==> src/hw/rtl/ffha_pkg.sv <==
// Types and constants of the first-fit heap allocator.
`timescale 1ns / 1ps
package ffha_pkg;

  localparam int REQ_W   = 17;
  localparam int ADDR_W  = 16;
  localparam int CNT_W   = 17;
  localparam int STAT_W  = 2;
  localparam int unsigned COUNT_MAX = 32'h1FFFF;

  localparam logic KIND_ALLOC = 1'b0;
  localparam logic KIND_FREE  = 1'b1;

  localparam logic [STAT_W-1:0] ST_OK       = 2'd0;
  localparam logic [STAT_W-1:0] ST_FAIL     = 2'd1;
  localparam logic [STAT_W-1:0] ST_BAD_FREE = 2'd2;

  typedef struct packed {
    logic              kind;
    logic [REQ_W-1:0]  request_size;
    logic [ADDR_W-1:0] address;
  } in_item_t;

  typedef struct packed {
    logic [STAT_W-1:0] status;
    logic [ADDR_W-1:0] address_res;
    logic [CNT_W-1:0]  free_bytes;
  } out_item_t;

  typedef enum logic [3:0] {
    S_CLEAR,
    S_IDLE,
    S_A_WALK,
    S_A_WP,
    S_A_WC,
    S_F_HDR,
    S_F_WALK,
    S_F_LINK,
    S_F_JCHK,
    S_F_JEV,
    S_F_WFB,
    S_F_WPREV,
    S_DONE
  } seq_state_t;

endpackage

==> src/hw/rtl/ffha_seq.sv <==
// Sequencer: list walks, split, insert and merge over the header store.
`timescale 1ns / 1ps
module ffha_seq import ffha_pkg::*; #(
  parameter int HEAP_BYTES   = 65536,
  parameter int BLOCK_BYTES  = 64,
  parameter int HEADER_BYTES = 16,
  localparam int HDR_COUNT   = HEAP_BYTES / HEADER_BYTES,
  localparam int AW          = $clog2(HDR_COUNT),
  localparam int SZW         = $clog2(HEAP_BYTES),
  localparam int DW          = 1 + AW + SZW
) (
  input  logic          clk,
  input  logic          rst_n,
  input  logic          in_valid,
  input  in_item_t      in_item,
  output logic          idle,
  output logic          res_valid,
  output out_item_t     res_item,
  input  logic          res_take,
  output logic [AW-1:0] rd_addr,
  input  logic [DW-1:0] rd_data,
  output logic          wr_en,
  output logic [AW-1:0] wr_addr,
  output logic [DW-1:0] wr_data
);

  localparam int IW = AW + 1;
  localparam int HS = $clog2(HEADER_BYTES);
  localparam int BS = $clog2(BLOCK_BYTES);
  localparam int RW = REQ_W + 1;
  localparam int NW = ((IW > RW) ? IW : RW) + 1;
  localparam int CW = ((SZW > RW) ? SZW : RW) + 1;
  localparam int FW = ((SZW > CNT_W) ? SZW : CNT_W) + 2;
  localparam logic [IW-1:0] NO_BLK = IW'(HDR_COUNT);
  localparam int unsigned FC_RAW =
    ((HEAP_BYTES - HEADER_BYTES) / BLOCK_BYTES) * BLOCK_BYTES;
  localparam int unsigned FC_INIT = (FC_RAW > COUNT_MAX) ? COUNT_MAX : FC_RAW;

  function automatic logic [IW-1:0] link_of(input logic [AW-1:0] nxt);
    link_of = (nxt == '0) ? NO_BLK : {1'b0, nxt};
  endfunction

  seq_state_t state_r, state_nxt;

  logic [AW-1:0]     clr_r, clr_nxt;
  logic [RW-1:0]     rsize_r, rsize_nxt;
  logic [IW-1:0]     cur_r, cur_nxt;
  logic [IW-1:0]     prev_r, prev_nxt;
  logic [IW-1:0]     steps_r, steps_nxt;
  logic [IW-1:0]     tgt_r, tgt_nxt;
  logic [IW-1:0]     head_r, head_nxt;
  logic [SZW-1:0]    csize_r, csize_nxt;
  logic              cw_r, cw_nxt;
  logic [SZW-1:0]    psize_r, psize_nxt;
  logic [AW-1:0]     pnext_r, pnext_nxt;
  logic              pw_r, pw_nxt;
  logic [AW-1:0]     fb_r, fb_nxt;
  logic [SZW-1:0]    fsize_r, fsize_nxt;
  logic [AW-1:0]     fnext_r, fnext_nxt;
  logic [SZW-1:0]    own_r, own_nxt;
  logic [CNT_W-1:0]  fc_r, fc_nxt;
  logic [STAT_W-1:0] status_r, status_nxt;
  logic [ADDR_W-1:0] ares_r, ares_nxt;

  logic              rd_w;
  logic [AW-1:0]     rd_next;
  logic [SZW-1:0]    rd_size;
  logic [IW-1:0]     link_rd;
  logic [RW-1:0]     req_round;
  logic              req_bad;
  logic [ADDR_W-1:0] fbw;
  logic              addr_bad;
  logic              fit;
  logic [CW-1:0]     rem;
  logic [NW-1:0]     nidx;
  logic              split;
  logic              a_stop;
  logic              f_cont;
  logic              hdr_ok;
  logic [IW-1:0]     fj_right;
  logic              fj_ok;
  logic              pj_ok;
  logic [FW-1:0]     taken;
  logic [CNT_W-1:0]  fc_sub;
  logic [FW-1:0]     fc_sum;
  logic [CNT_W-1:0]  fc_add;
  logic [31:0]       pay_off;

  assign rd_w    = rd_data[DW-1];
  assign rd_next = rd_data[DW-2 -: AW];
  assign rd_size = rd_data[SZW-1:0];
  assign link_rd = link_of(rd_next);

  assign req_round = (in_item.request_size[BS-1:0] != '0) ?
    RW'((({1'b0, in_item.request_size} >> BS) + RW'(1)) << BS) :
    {1'b0, in_item.request_size};
  assign req_bad = (in_item.request_size == '0) || (in_item.request_size > fc_r);

  assign fbw      = (in_item.address >> HS) - ADDR_W'(1);
  assign addr_bad = (32'(in_item.address) < 32'(HEADER_BYTES)) ||
                    (in_item.address[HS-1:0] != '0) ||
                    (32'(fbw) >= 32'(HDR_COUNT));

  assign fit    = CW'(rd_size) >= CW'(rsize_r);
  assign rem    = CW'(rd_size) - CW'(rsize_r);
  assign nidx   = NW'(cur_r) + NW'(rsize_r >> HS) + NW'(1);
  assign split  = (rem >= CW'(HEADER_BYTES)) && (nidx < NW'(HDR_COUNT));
  assign a_stop = (cur_r == NO_BLK) || (steps_r == NO_BLK);
  assign f_cont = (cur_r != NO_BLK) && (cur_r < {1'b0, fb_r}) && (steps_r < NO_BLK);
  assign hdr_ok = rd_w && (rd_size != '0) && (rd_size[BS-1:0] == '0) && (rd_next == '0);

  assign fj_right = link_of(fnext_r);
  assign fj_ok    = (steps_r < NO_BLK) && (fj_right != NO_BLK) &&
                    (NW'(fb_r) + NW'(fsize_r >> HS) + NW'(1) == NW'(fj_right));
  assign pj_ok    = (prev_r != NO_BLK) &&
                    (NW'(prev_r) + NW'(psize_r >> HS) + NW'(1) == NW'(fb_r));

  assign taken  = FW'(csize_r) + FW'(HEADER_BYTES);
  assign fc_sub = (taken >= FW'(fc_r)) ? '0 : CNT_W'(FW'(fc_r) - taken);
  assign fc_sum = FW'(fc_r) + FW'(own_r) + FW'(HEADER_BYTES);
  assign fc_add = (fc_sum > FW'(COUNT_MAX)) ? CNT_W'(COUNT_MAX) : CNT_W'(fc_sum);
  assign pay_off = (32'(cur_r) + 32'd1) << HS;

  always_comb begin
    state_nxt = state_r;
    case (state_r)
      S_CLEAR:   if (clr_r == AW'(HDR_COUNT - 1)) state_nxt = S_IDLE;
      S_IDLE: begin
        if (in_valid) begin
          if (in_item.kind == KIND_ALLOC) begin
            state_nxt = req_bad ? S_DONE : S_A_WALK;
          end else begin
            state_nxt = addr_bad ? S_DONE : S_F_HDR;
          end
        end
      end
      S_A_WALK: begin
        if (a_stop) state_nxt = S_DONE;
        else if (fit) state_nxt = S_A_WP;
      end
      S_A_WP:    state_nxt = S_A_WC;
      S_A_WC:    state_nxt = S_DONE;
      S_F_HDR:   state_nxt = hdr_ok ? S_F_WALK : S_DONE;
      S_F_WALK:  if (!f_cont) state_nxt = S_F_LINK;
      S_F_LINK:  state_nxt = S_F_JCHK;
      S_F_JCHK:  state_nxt = fj_ok ? S_F_JEV : S_F_WFB;
      S_F_JEV:   state_nxt = S_F_JCHK;
      S_F_WFB:   state_nxt = S_F_WPREV;
      S_F_WPREV: state_nxt = S_DONE;
      S_DONE:    if (res_take) state_nxt = S_IDLE;
      default:   state_nxt = S_CLEAR;
    endcase
  end

  always_comb begin
    clr_nxt    = clr_r;
    rsize_nxt  = rsize_r;
    cur_nxt    = cur_r;
    prev_nxt   = prev_r;
    steps_nxt  = steps_r;
    tgt_nxt    = tgt_r;
    head_nxt   = head_r;
    csize_nxt  = csize_r;
    cw_nxt     = cw_r;
    psize_nxt  = psize_r;
    pnext_nxt  = pnext_r;
    pw_nxt     = pw_r;
    fb_nxt     = fb_r;
    fsize_nxt  = fsize_r;
    fnext_nxt  = fnext_r;
    own_nxt    = own_r;
    fc_nxt     = fc_r;
    status_nxt = status_r;
    ares_nxt   = ares_r;
    rd_addr    = cur_r[AW-1:0];
    wr_en      = 1'b0;
    wr_addr    = '0;
    wr_data    = '0;
    idle       = 1'b0;
    res_valid  = 1'b0;
    case (state_r)
      S_CLEAR: begin
        wr_en   = 1'b1;
        wr_addr = clr_r;
        wr_data = (clr_r == '0) ?
          {1'b1, {AW{1'b0}}, SZW'(HEAP_BYTES - HEADER_BYTES)} : '0;
        clr_nxt = clr_r + AW'(1);
      end
      S_IDLE: begin
        idle      = 1'b1;
        rsize_nxt = req_round;
        cur_nxt   = head_r;
        prev_nxt  = NO_BLK;
        steps_nxt = '0;
        ares_nxt  = '0;
        fb_nxt    = AW'(fbw);
        if (in_item.kind == KIND_ALLOC) begin
          rd_addr    = head_r[AW-1:0];
          status_nxt = ST_FAIL;
        end else begin
          rd_addr    = AW'(fbw);
          status_nxt = ST_BAD_FREE;
        end
      end
      S_A_WALK: begin
        if (!a_stop) begin
          if (fit) begin
            csize_nxt = split ? SZW'(rsize_r) : rd_size;
            cw_nxt    = rd_w;
            tgt_nxt   = split ? IW'(nidx) : link_rd;
            if (split) begin
              wr_en   = 1'b1;
              wr_addr = AW'(nidx);
              wr_data = {1'b1, rd_next, SZW'(rem - CW'(HEADER_BYTES))};
              if (NW'(prev_r) == nidx) begin
                psize_nxt = SZW'(rem - CW'(HEADER_BYTES));
                pnext_nxt = rd_next;
                pw_nxt    = 1'b1;
              end
            end
          end else begin
            prev_nxt  = cur_r;
            psize_nxt = rd_size;
            pnext_nxt = rd_next;
            pw_nxt    = rd_w;
            cur_nxt   = link_rd;
            steps_nxt = steps_r + IW'(1);
            rd_addr   = link_rd[AW-1:0];
          end
        end
      end
      S_A_WP: begin
        if (prev_r == NO_BLK) begin
          head_nxt = tgt_r;
        end else begin
          wr_en   = 1'b1;
          wr_addr = prev_r[AW-1:0];
          wr_data = {pw_r, (tgt_r == NO_BLK) ? {AW{1'b0}} : tgt_r[AW-1:0], psize_r};
        end
      end
      S_A_WC: begin
        wr_en      = 1'b1;
        wr_addr    = cur_r[AW-1:0];
        wr_data    = {cw_r, {AW{1'b0}}, csize_r};
        fc_nxt     = fc_sub;
        status_nxt = ST_OK;
        ares_nxt   = pay_off[ADDR_W-1:0];
      end
      S_F_HDR: begin
        fsize_nxt = rd_size;
        own_nxt   = rd_size;
        rd_addr   = head_r[AW-1:0];
      end
      S_F_WALK: begin
        if (f_cont) begin
          prev_nxt  = cur_r;
          psize_nxt = rd_size;
          pnext_nxt = rd_next;
          pw_nxt    = rd_w;
          cur_nxt   = link_rd;
          steps_nxt = steps_r + IW'(1);
          rd_addr   = link_rd[AW-1:0];
        end
      end
      S_F_LINK: begin
        fnext_nxt = (cur_r == NO_BLK) ? '0 : cur_r[AW-1:0];
        steps_nxt = '0;
        if (prev_r == NO_BLK) begin
          head_nxt = {1'b0, fb_r};
        end else begin
          wr_en     = 1'b1;
          wr_addr   = prev_r[AW-1:0];
          wr_data   = {pw_r, fb_r, psize_r};
          pnext_nxt = fb_r;
        end
      end
      S_F_JCHK: rd_addr = fj_right[AW-1:0];
      S_F_JEV: begin
        fsize_nxt = SZW'(CW'(fsize_r) + CW'(rd_size) + CW'(HEADER_BYTES));
        fnext_nxt = rd_next;
        steps_nxt = steps_r + IW'(1);
      end
      S_F_WFB: begin
        wr_en   = 1'b1;
        wr_addr = fb_r;
        wr_data = {1'b1, fnext_r, fsize_r};
      end
      S_F_WPREV: begin
        if (pj_ok) begin
          wr_en   = 1'b1;
          wr_addr = prev_r[AW-1:0];
          wr_data = {pw_r, fnext_r,
                     SZW'(CW'(psize_r) + CW'(fsize_r) + CW'(HEADER_BYTES))};
        end
        fc_nxt     = fc_add;
        status_nxt = ST_OK;
      end
      S_DONE: res_valid = 1'b1;
      default: ;
    endcase
  end

  assign res_item = '{status: status_r, address_res: ares_r, free_bytes: fc_r};

  always_ff @(posedge clk) begin
    if (!rst_n) begin
      state_r <= S_CLEAR;
      clr_r   <= '0;
      head_r  <= '0;
      fc_r    <= CNT_W'(FC_INIT);
    end else begin
      state_r <= state_nxt;
      clr_r   <= clr_nxt;
      head_r  <= head_nxt;
      fc_r    <= fc_nxt;
    end
  end

  always_ff @(posedge clk) begin
    rsize_r  <= rsize_nxt;
    cur_r    <= cur_nxt;
    prev_r   <= prev_nxt;
    steps_r  <= steps_nxt;
    tgt_r    <= tgt_nxt;
    csize_r  <= csize_nxt;
    cw_r     <= cw_nxt;
    psize_r  <= psize_nxt;
    pnext_r  <= pnext_nxt;
    pw_r     <= pw_nxt;
    fb_r     <= fb_nxt;
    fsize_r  <= fsize_nxt;
    fnext_r  <= fnext_nxt;
    own_r    <= own_nxt;
    status_r <= status_nxt;
    ares_r   <= ares_nxt;
  end

endmodule

==> config.mk <==
export PLATFORM = sky130hd
export DESIGN_NAME = ffha_seq
export DESIGN_NICKNAME = d
export VERILOG_FILES = /design/src/hw/rtl/ffha_pkg.sv /design/src/hw/rtl/ffha_seq.sv
export SDC_FILE = /design/constraint.sdc
export NUM_CORES = 1
export LEC_CHECK = 0
export BUFFER_PORTS_ARGS = -buffer_cell sky130_fd_sc_hd__buf_2
export CAP_MARGIN = 15
export CORE_MARGIN = 1
export CORE_UTILIZATION = 25
export DETAILED_ROUTE_END_ITERATION = 12
export SLEW_MARGIN = 20
export SYNTH_ARGS = -nofsm -noshare
export SYNTH_HDL_FRONTEND = slang
export SYNTH_SLANG_ARGS = --single-unit
==> constraint.sdc <==
create_clock -name clk -period 5.2 [get_ports clk]
set_input_delay 0.52 -clock clk [delete_from_list [all_inputs] [get_ports clk]]
set_output_delay 0.52 -clock clk [all_outputs]
set_load 0.02 [all_outputs]
Yosys cells after proc, flatten, opt, wreduce, memory -nomap -nowiden. Cells that the tools add are included.

Reductions and logical operators: 42. $lt $le $gt $ge: 10. Mux-type cells: 81. $add $sub $neg: 21. Bitwise gates (word level): 1. Eq/ne operators: 35.

Operators with widths (number): $mux 29 (7); $pmux 29 s7 (1); $mux 13 (14); $mux 12 (11); $mux 16 (6); $pmux 16 s2 (3); $pmux 13 s3 (2); $pmux 12 s6 (1); $pmux 12 s5 (1); $eq 13x13->1 const B (4); $pmux 13 s4 (1); $mux 17 (3); $pmux 4 s11 (1); $mux 4 (10); $ne 13x13->1 const B (3); $logic_not 12->1 (3); $pmux 17 s2 (1); $add 16x16->16 (2); $add 16x5->16 const B (2); $pmux 13 s2 (1); $add 12x1->12 const B (2); $pmux 12 s2 (1); $eq 4x4->1 const B (5); $add 18x5->19 const B (1); other kinds (54) (104).

Bits of input ports: 67. Register bits after elaboration: 224. Output and inout port bits: 91.

Longest topological paths before layout.
Depth in word-level cells: 8. Gate-level depth with buffers: 18. Depth with buffers taken out: 16.

Least setup slack after synthesis. OpenSTA, ideal clock, no wires.

Kind: input-to-output. Start point: in rd_data[0]. End point: out wr_data[21]. Slack: 1065 ps. Arrival: 3615 ps. Cell stages on the path: 15. Required time: 4680 ps. Buffers on the path: 2. Cell sequence: inv_1 -> ha_1 -> inv_1 -> fa_1 -> a21o_1 -> a221oi_1 -> xnor2_1 -> a211oi_1 -> nor2b_1 -> nor2b_1 -> nand4_4 -> and2_4 -> buf_6 -> buf_6 -> a221o_1.

Cells in the longest elaborated chain, start to end: 7. Elaborated cells on any way between the ends: 8.

RTL lines: from (decl) (line ffha_seq.sv:21) `input logic [DW-1:0] rd_data,`; $sub 16x18->19 (line ffha_seq.sv:105) `assign rem = CW'(rd_size) - CW'(rsize_r);`; $ge 19x5->1 (line ffha_seq.sv:107) `assign split = (rem >= CW'(HEADER_BYTES)) && (nidx < NW'(HDR_COUNT));`; $logic_and 1x1->1 (line ffha_seq.sv:107); $mux 29 (line ffha_seq.sv:211) `if (split) begin`; $mux 29 * (line ffha_seq.sv:207) `if (fit) begin`; $mux 29 * (line ffha_seq.sv:206) `if (!a_stop) begin`; $pmux 29 s7 * (line ffha_seq.sv:181) `case (state_r)`; to (decl) (line ffha_seq.sv:24) `output logic [DW-1:0] wr_data`.

Mark *: on every way between the ends. The rest lies on a longest branch, timed or not.

Worst setup path in the final report.
Start point: reg rsize_r[4]. End point: out wr_en.

Cells in the longest elaborated chain, start to end: 8. Elaborated cells on any way between the ends: 11.

RTL lines: from (decl) (line ffha_seq.sv:46) `logic [RW-1:0] rsize_r, rsize_nxt;`; from (signal assigned) (line ffha_seq.sv:320) `rsize_r <= rsize_nxt;`; $add 13x14->15 (line ffha_seq.sv:106) `assign nidx = NW'(cur_r) + NW'(rsize_r >> HS) + NW'(1);`; $add 15x1->16 (line ffha_seq.sv:106); $lt 16x13->1 (line ffha_seq.sv:107); $logic_and 1x1->1 (line ffha_seq.sv:107); $mux 1 (line ffha_seq.sv:211); $mux 1 * (line ffha_seq.sv:207); $mux 1 * (line ffha_seq.sv:206); $pmux 1 s4 * (line ffha_seq.sv:181); to (decl) (line ffha_seq.sv:22) `output logic wr_en,`.

Marks and branches as above.

==> out/results.txt <==
Cell with the largest stage delay on the worst path -> o211ai_1
Max FO, Critical Path -> 28
Pleak -> 9.221 nW
CTS tree -> built
Clock tree skew after final layout -> 0.01659 ns
Arrival time reported for the critical path endpoint -> 4.48 ns
Ys flop type -> edfxtp_1
Setup-violating endpoint count in the final report -> 0
Run status -> finished, final reports clean
Pre-Repair DR Iteration Count -> 6
First-pass GRT wire length -> 111,300 um
Layout area overhead -> 16.22%
Final worst-path cycle share -> 96.08%
Worst hold slack -> 0.2305 ns
RSZ-0062 raised after global routing -> false
Initial antenna violation count -> 5
Bufs on Longest Clock Path -> 3
Worst Tran Pin Value -> 1.143 ns
Buffers added on ports -> 153
Crit path largest cell delay -> 0.57 ns
Share of synthesized cell area in and, or, nand and nor gates -> 19.78%
Biggest area contributors in the synthesized netlist -> edfxtp_1, ha_1, xnor2_1
Number of sinks handled by clock tree synthesis -> 220
Largest area contributor in the netlist -> edfxtp_1
Share of the synthesized area in compound gates (AO/OA/AOI/OAI) -> 18.71%
Final Wtd Congestion -> 0.9630
Largest family of logic cells by synthesized area -> simple AND/OR/NAND/NOR gates
Critical-path cell list -> inv_1 -> ha_1 -> a2111o_1 -> o21a_1 -> o21a_1 -> o211ai_1 -> or2_2 -> nor2_1 -> buf_4 -> and2_4 -> or4_4 -> buf_2
Mux share of post-synthesis cell area -> 3.339%
Ratio of cells with drive above 1 in the final layout -> 13.28%
Distinct cell type count after synthesis -> 88
Max_cap viols -> 0
Number of cells produced by synthesis -> 2,218
Final critical path time including I/O delays and setup -> 4.996 ns
# hold bufs at CTS -> 0
Number of DRC violations after detailed routing -> 0
Async set-reset flop share out of synthesis -> 0%
Most frequent cell after synthesis -> nand2_1
Core Region -> 0.07645 mm^2
Initial DRC count -> 1,737
Mapped cell area -> 0.01945 mm^2
Yosys warning count -> 0
Count of flip-flops with a built-in enable after synthesis -> 174
Commonest cells in the synthesized netlist -> nand2_1, ha_1, nor2_1, edfxtp_1, o21ai_0
Number of global-route vias before repair -> 16.87k
Worst hold-check path type -> in -> reg
Flip-flop and latch count after synthesis -> 220
Crit path buffers/inverters -> 3
Number of top-level pins -> 158
Htree depth -> 1
Final std cells w/o fill -> 3,433
Initial Utilization -> 25.44%
Die X-Extent -> 280.9 um
Root buffer cell -> clkbuf_16
Remaining global-route overflow -> 0
Post-route standard cell area excluding fillers -> 0.02260 mm^2
Drt via density -> 5.297
Final Hold Fails -> 0
Floorplan die area -> 0.07891 mm^2
Summed negative setup slack over all endpoints -> 0 ns
CP delay by family, top -> compound AO/OA/AOI/OAI gates
Type of the worst setup path -> reg -> out
Synth Area in XOR/XNOR -> 8.473%
Routed wire per std cell -> 22.41 um
Vias after detailed routing -> 18.19k
Clk pin slew, worst setup/hold paths -> 0.06 ns
Crit path top cell by count -> o21a_1
Sequential cell area fraction in the yosys report -> 31.60%
Final routed wirelength across all metal layers -> 76,930 um
Number of filler cells placed in the layout -> 8,044
Area share of the largest cell type after synthesis -> 26.87%
Power per Cell Area -> 193.1 mW/mm^2
Nets@finish -> 2,657
Post-detailed-route count of antenna-violating nets -> 0
Worst max-slew margin expressed relative to the limit -> 22.98%
Pins Over Slew Limit -> 0
Global routing usage summed across all routing layers -> 18.95%
Adder and majority gate portion of the synthesized area -> 13.74%
Capturing element type of the critical path -> output pin
Worst EP required -> 4.68 ns
Peak VDD IR -> 0.2136 mV
Synthesized area per cell -> 8.768 um^2
Worst path setup slack after routing -> 0.2037 ns
Type of element launching the critical path -> register
Instance area after placement -> 0.02163 mm^2
Insertion delay to the later sink of the worst-skew pair -> 0.57 ns
Largest net degree at the start of global routing -> 35
F_max -> 0.2001 GHz
Die boundary height -> 280.9 um
Post-place setup slack -> 0.3801 ns
Num rows -> 101
Number of cells after detailed placement -> 3,381
Dpl hpwl -> 60,890 um
Number of buffers added by the clock tree synthesis step -> 27
## flip-flops by register name, indices dropped and copies added (netlist names), 2 cells and up
name / count
own_r: 16
rsize_r: 18
psize_r: 16
tgt_r: 13
fc_r: 17
status_r: 2
prev_r: 13
csize_r: 16
fb_r: 12
steps_r: 13
head_r: 13
cur_r: 13
state_r: 4
ares_r: 12
fsize_r: 16
clr_r: 12
fnext_r: 12
## layer usage
metal | vias up | track usage [%] | routed length [um]
met5 | - | 0 | 48
met4 | 10 | 9.584 | 4223
met3 | 202 | 3.342 | 6385
met2 | 804 | 30.59 | 34700
met1 | 8618 | 24.14 | 31570
li1 | 8551 | - | -
## final timing paths
kind / startpoint / endpoint / slack [ns] / depth (start not counted)
setup / recovery: rsize_r[4]$_SDFFCE_PN0P_ / wr_en / 0.20 / 12
hold / removal: rd_data[0] / own_r[0]$_DFFE_PP_ / 0.23 / 1
setup reg to reg: cur_r[0]$_DFFE_PP_ / psize_r[3]$_DFFE_PP_ / 1.19 / 14
hold reg to reg: head_r[12]$_SDFFE_PN0P_ / head_r[12]$_SDFFE_PN0P_ / 0.49 / 2
## cells in the final DEF, fill, tap and decap left out, drive strengths merged, types with 28 or more instances in the layout
cell | netlist | routed
a221o | 28 | 28
dfxtp | 46 | 46
buf | 12 | 215
inv | 121 | 123
nor2 | 188 | 188
ha | 200 | 200
edfxtp | 174 | 174
clkbuf | 77 | 31
xnor2 | 119 | 119
nor4 | 31 | 31
nor3 | 54 | 54
and3 | 36 | 36
nand3 | 65 | 65
o21ai | 123 | 123
mux2i | 30 | 30
a21o | 30 | 30
a21oi | 110 | 110
nand4 | 30 | 30
xor2 | 64 | 64
nand2 | 266 | 266
## stage by stage
stage	util [%]	total power, mW
2_1_floorplan	-	2.179
3_3_place_gp	28.29	2.359
3_5_place_dp	28.29	2.359
4_1_cts	29.51	4.391
5_1_grt	29.56	4.482
6_report	29.56	4.364
## cell type report
class	count	area, um^2	area share, %
multi-input combinational	1797	12550	55.51
sequential	220	6146	27.19
tap	1030	1289	5.702
timing repair buffer	215	1231	5.447
clock buffer	31	700.7	3.100
inverter	121	454.2	2.010
clock inverter	18	231.5	1.024
antenna	1	2.502	0.01107
## power by group
part	internal [mW]	switching (mW)	total, mW
Sequential	1.89	0.00314	1.89
Clock	1.22	0.819	2.03
Combinational	0.155	0.283	0.438
## repair_timing
action                                  CTS  global route
endpoints found under the hold margin     0             0
endpoints found under the setup margin    0            28
setup buffers                             0             2
gates resized for setup                   0             7
## kinds of logic (layout without fill, tap and decap cells)
group / Yosys count / in the layout
XOR/XNOR: 185 / 185
flip-flops: 220 / 220
adder cells (fa/ha/maj): 209 / 209
AO/OA/AOI/OAI: 533 / 533
buffers and inverters: 210 / 385
multiplexers: 58 / 58
other: 1 / 11
AND/OR/NAND/NOR: 802 / 802
Note: power is estimated with default switching activity, not from simulation.
